## src/rtl/ghp_ram.sv

```systemverilog
module ghp_ram #(
    parameter int WIDTH = 8,
    parameter int DEPTH = 256
) (
    input  logic                     clk,
    input  logic                     wr_en,
    input  logic [$clog2(DEPTH)-1:0] wr_addr,
    input  logic [WIDTH-1:0]         wr_data,
    input  logic [$clog2(DEPTH)-1:0] rd_addr,
    output logic [WIDTH-1:0]         rd_data
);

    logic [WIDTH-1:0] mem [DEPTH];
    logic [WIDTH-1:0] rd_data_reg;

    // Single write port, registered read port
    always_ff @(posedge clk)
    begin
        if (wr_en)
        begin
            mem[wr_addr] <= wr_data;
        end
        rd_data_reg <= mem[rd_addr];
    end

    assign rd_data = rd_data_reg;

endmodule

```

## config.mk

```make
export PLATFORM = sky130hd
export DESIGN_NAME = ghp_ram
export DESIGN_NICKNAME = d
export VERILOG_FILES = /design/src/rtl/ghp_ram.sv
export SDC_FILE = /design/constraint.sdc
export NUM_CORES = 2
export LEC_CHECK = 0
export ABC_AREA = 1
export CAP_MARGIN = 40
export CELL_PAD_IN_SITES_DETAIL_PLACEMENT = 1
export CELL_PAD_IN_SITES_GLOBAL_PLACEMENT = 2
export CORE_MARGIN = 10
export CORE_UTILIZATION = 48
export CTS_CLUSTER_SIZE = 14
export DETAILED_ROUTE_END_ITERATION = 10
export DONT_BUFFER_PORTS = 1
export HOLD_SLACK_MARGIN = 0.08
export PLACE_DENSITY = 0.95
export RECOVER_POWER = 25
export REMOVE_ABC_BUFFERS = 1
export SYNTH_ARGS = -nofsm -noshare
export SYNTH_HDL_FRONTEND = slang
export SYNTH_SLANG_ARGS = --single-unit
```

## constraint.sdc

```tcl
create_clock -name clk -period 4.3 [get_ports clk]
set_input_delay 0.86 -clock clk [delete_from_list [all_inputs] [get_ports clk]]
set_output_delay 0.86 -clock clk [all_outputs]
set_load 0.02 [all_outputs]
```

==> summary.txt <==
Total overflow reported by the global router: 0
Number of flip-flops in the largest register: 2048
Global-route wire length before repair: 393000 um
Root Buffer: sky130_fd_sc_hd__clkbuf_16
Highest Clock Rate: 284 MHz
Min-Delay Path Class: input port to register
Commonest cells after routing, fill and taps aside: 2120 x sky130_fd_sc_hd__nand2_1, 2048 x sky130_fd_sc_hd__edfxtp_1, 2019 x sky130_fd_sc_hd__nand3_1
Required @ worst endpoint: 5010 ps
Most common library cell in the layout ignoring fill and taps: sky130_fd_sc_hd__nand2_1
Number of violations of the max-capacitance limit: 0
Count of input and output buffers: 0
Critical Path Max Stage Delay: 490 ps
Cell Pwr Density: 443 nW/um^2
Top-area cell type share of the netlist area: 73.7%
Detailed Route Iter0 Violations: 7652
Type of the worst setup path: input port to register
Number of design rule violations left after detail routing: 0
Kind of start point of the critical path: input port
Startpoint of the most critical register-to-register path: mem[115][0]
Relative contribution of the clock network to total power: 41.1%
Die Outline Area: 191000 sq um
Ports: 34
Hold_ws: 143 ps
Post-synthesis cell type with the largest combined area: sky130_fd_sc_hd__edfxtp_1
GRT Resource Usage Total: 27.0%
Worst-skew pair later-pin latency: 850 ps
Final nets: 6996
Post-CTS Hold Fix Bufs: 0
Fraction of power spent switching nets: 22.3%
Clock buffer count from CTS: 201
Part of the total power dissipated in combinational logic: 4.8%
Ratio of cells with drive above 1 in the final layout: 7.32%
DIE HEIGHT: 437 um
Detailed-route wire length: 264000 um
Row Count: 152
Final hold violation count: 0
Floorplan die width: 437 um
Largest cells by area after synthesis: sky130_fd_sc_hd__edfxtp_1 74%, sky130_fd_sc_hd__nand3_1 12%, sky130_fd_sc_hd__nand2_1 9.6%, sky130_fd_sc_hd__buf_2 1.6%, sky130_fd_sc_hd__nor2_1 1.3%
Yosys cell types: 14
Number of buffers between clock root and the deepest sink: 3
Part of the cycle the worst path needs: 81.9%
Net Switching: 9130 uW
Number of global-route vias before repair: 60900
Design internal power: 31800 uW
Final period demand of the worst path: 3520 ps
Area growth from synthesis to layout: 10.8%
Syn_area_per_cell: 11.9 sq um
CTS tree: built
Worst-case clock skew: 48.7 ps
Global placement routability congestion: 0.827
Arrival time worst endpoint: 4230 ps
Via count of the routed design: 58000
Detail-routed net length per standard cell: 28.0 um
Reg-to-Reg End: rd_data[0]
Area of the core: 172000 sq um
Relative slew margins: 12.9%
Worst-path fanout max: 513
# resized after CTS: 0
Cell breakdown of the critical path: inv_8 -> buf_12 -> buf_12 -> nand3_1 -> nand3_1 -> nand3_1 -> nand3_1 -> nand3_1 -> nand3_1 -> nand2_1 -> nand2_1 -> nand2_1
Post-CTS Setup Bufs: 0
Leakage power: 0.0320 uW
Final Setup Violations: 0
Critical Path End Type: register
Via density per instance: 6.14
Total half-perimeter wirelength after legalization and detailed placement: 142000 um
Worst IR Drop VDD: 369 uV
Setup crit end: rd_data[0]
Total Negative Setup Slacks: 0 ps
Post-CTS clock slew at the launch and capture registers of the worst setup and hold paths: 60 ps
Cell area after synthesis: 83400 sq um
Slew of the pin with the lowest slew margin: 1310 ps
Crit-path slowest cell: sky130_fd_sc_hd__inv_8
Number of cells on the critical path: 12
Post-route ant nets: 0
Antenna violations before repair: 6
Maximum level of the CTS H-tree: 4
Max-slew violations: 0
Clock net sink count: 2056
Maximum number of pins on one net before global-route repair: 1026
Synthesized netlist cell count: 7003
Total number of yosys warnings: 0
RSZ-0062 raised after global routing: false
Synthesis-stage register bit count: 2056
Launch point of the worst path: rd_addr[1]
Crit-path most repeated cell: sky130_fd_sc_hd__nand3_1
Initial core utilization: 48.5%
Worst-case register-to-register setup slack: 1990 ps
Worst path buffer plus inverter count: 3
Worst hold path cell count: 0
Register area share after synthesis: 73.9%
Worst path top cell family by delay: simple AND/OR/NAND/NOR gates
Outcome: completed
Worst Reg2Reg Path Length in Cells: 10
Initial DRT Pass Iterations: 6
Sequential share of power: 54.0%
==> cells in the mapped netlist, drive strengths merged <==
| cell | number |
|---|---|
| nor2 | 283 |
| nand2 | 2123 |
| clkbuf | 112 |
| dfxtp | 8 |
| inv | 39 |
| nand3 | 2019 |
| buf | 371 |
| edfxtp | 2048 |
==> how the worst min path moves through the flow <==
stage,start,end,slack (ps)
6_report,wr_data[2],mem[51][2],140
5_1_grt,wr_data[2],mem[51][2],100
4_1_cts,wr_data[7],mem[169][7],90
3_5_place_dp,wr_data[7],mem[169][7],980
3_3_place_gp,mem[22][7],rd_data[7],960
2_1_floorplan,mem[174][7],rd_data[7],830
==> layout make-up <==
class,count,area [sq um]
clock buffers,250,5260
fillers,17600,79700
multi-input cells,4425,19100
well taps,2310,2890
repair buffers,247,2380
diodes,5,12.5
flip-flops and latches,2056,61700
clock inverters,116,872
inverters,39,180
==> cell families (layout without fill, tap and decap cells) <==
family / count (synthesis) / count (layout) / share of synthesized area (%)
buffers and inverters: 522 / 652 / 3.12
flip-flops: 2056 / 2056 / 73.9
other: 0 / 5 / 0
AND/OR/NAND/NOR: 4425 / 4425 / 22.9
==> worst register-to-register path, cell delays in order, from the launching register on <==
cell	delay [ps]
sky130_fd_sc_hd__edfxtp_1	380
sky130_fd_sc_hd__nand2_1	80
sky130_fd_sc_hd__nand3_1	110
sky130_fd_sc_hd__nand3_1	150
sky130_fd_sc_hd__nand3_1	150
sky130_fd_sc_hd__nand3_1	170
sky130_fd_sc_hd__nand3_1	170
sky130_fd_sc_hd__nand3_1	370
sky130_fd_sc_hd__nand2_1	210
sky130_fd_sc_hd__nand2_1	280
sky130_fd_sc_hd__nand2_1	110
==> power by group through the flow <==
stage / Sequential (uW) / Combinational [uW] / Clock [uW]
finish: 22100 / 1980 / 16900
global route: 22100 / 2120 / 17800
CTS: 22100 / 1800 / 17000
detailed placement: 22600 / 1760 / 0
global placement: 22600 / 1680 / 0
floorplan: 22500 / 1170 / 0
==> metrics by stage <==
stage / power (uW) / setup WS, ps / utilization (%) / cell area, sq um / instances
3_3_place_gp: 24200 / 478 / 49.9 / 85900 / 9058
2_1_floorplan: 23700 / -2210 / - / 80900 / 6520
6_report: 41000 / 777 / 53.7 / 92400 / 9448
5_1_grt: 42000 / 841 / 53.7 / 92400 / 9443
4_1_cts: 40900 / 1160 / 53.6 / 92200 / 9435
3_5_place_dp: 24300 / 297 / 50.0 / 86100 / 9069
==> per-layer routing <==
layer / GRT usage (%) / share of wire (%) / vias to the layer above
met5: 0 / 0.034 / -
met4: 12.9 / 5.0 / 12
met3: 4.51 / 8.7 / 646
met2: 44.5 / 49 / 3041
met1: 34.8 / 37 / 29500
li1: - / - / 24800
(Power assumes the default switching activity.)
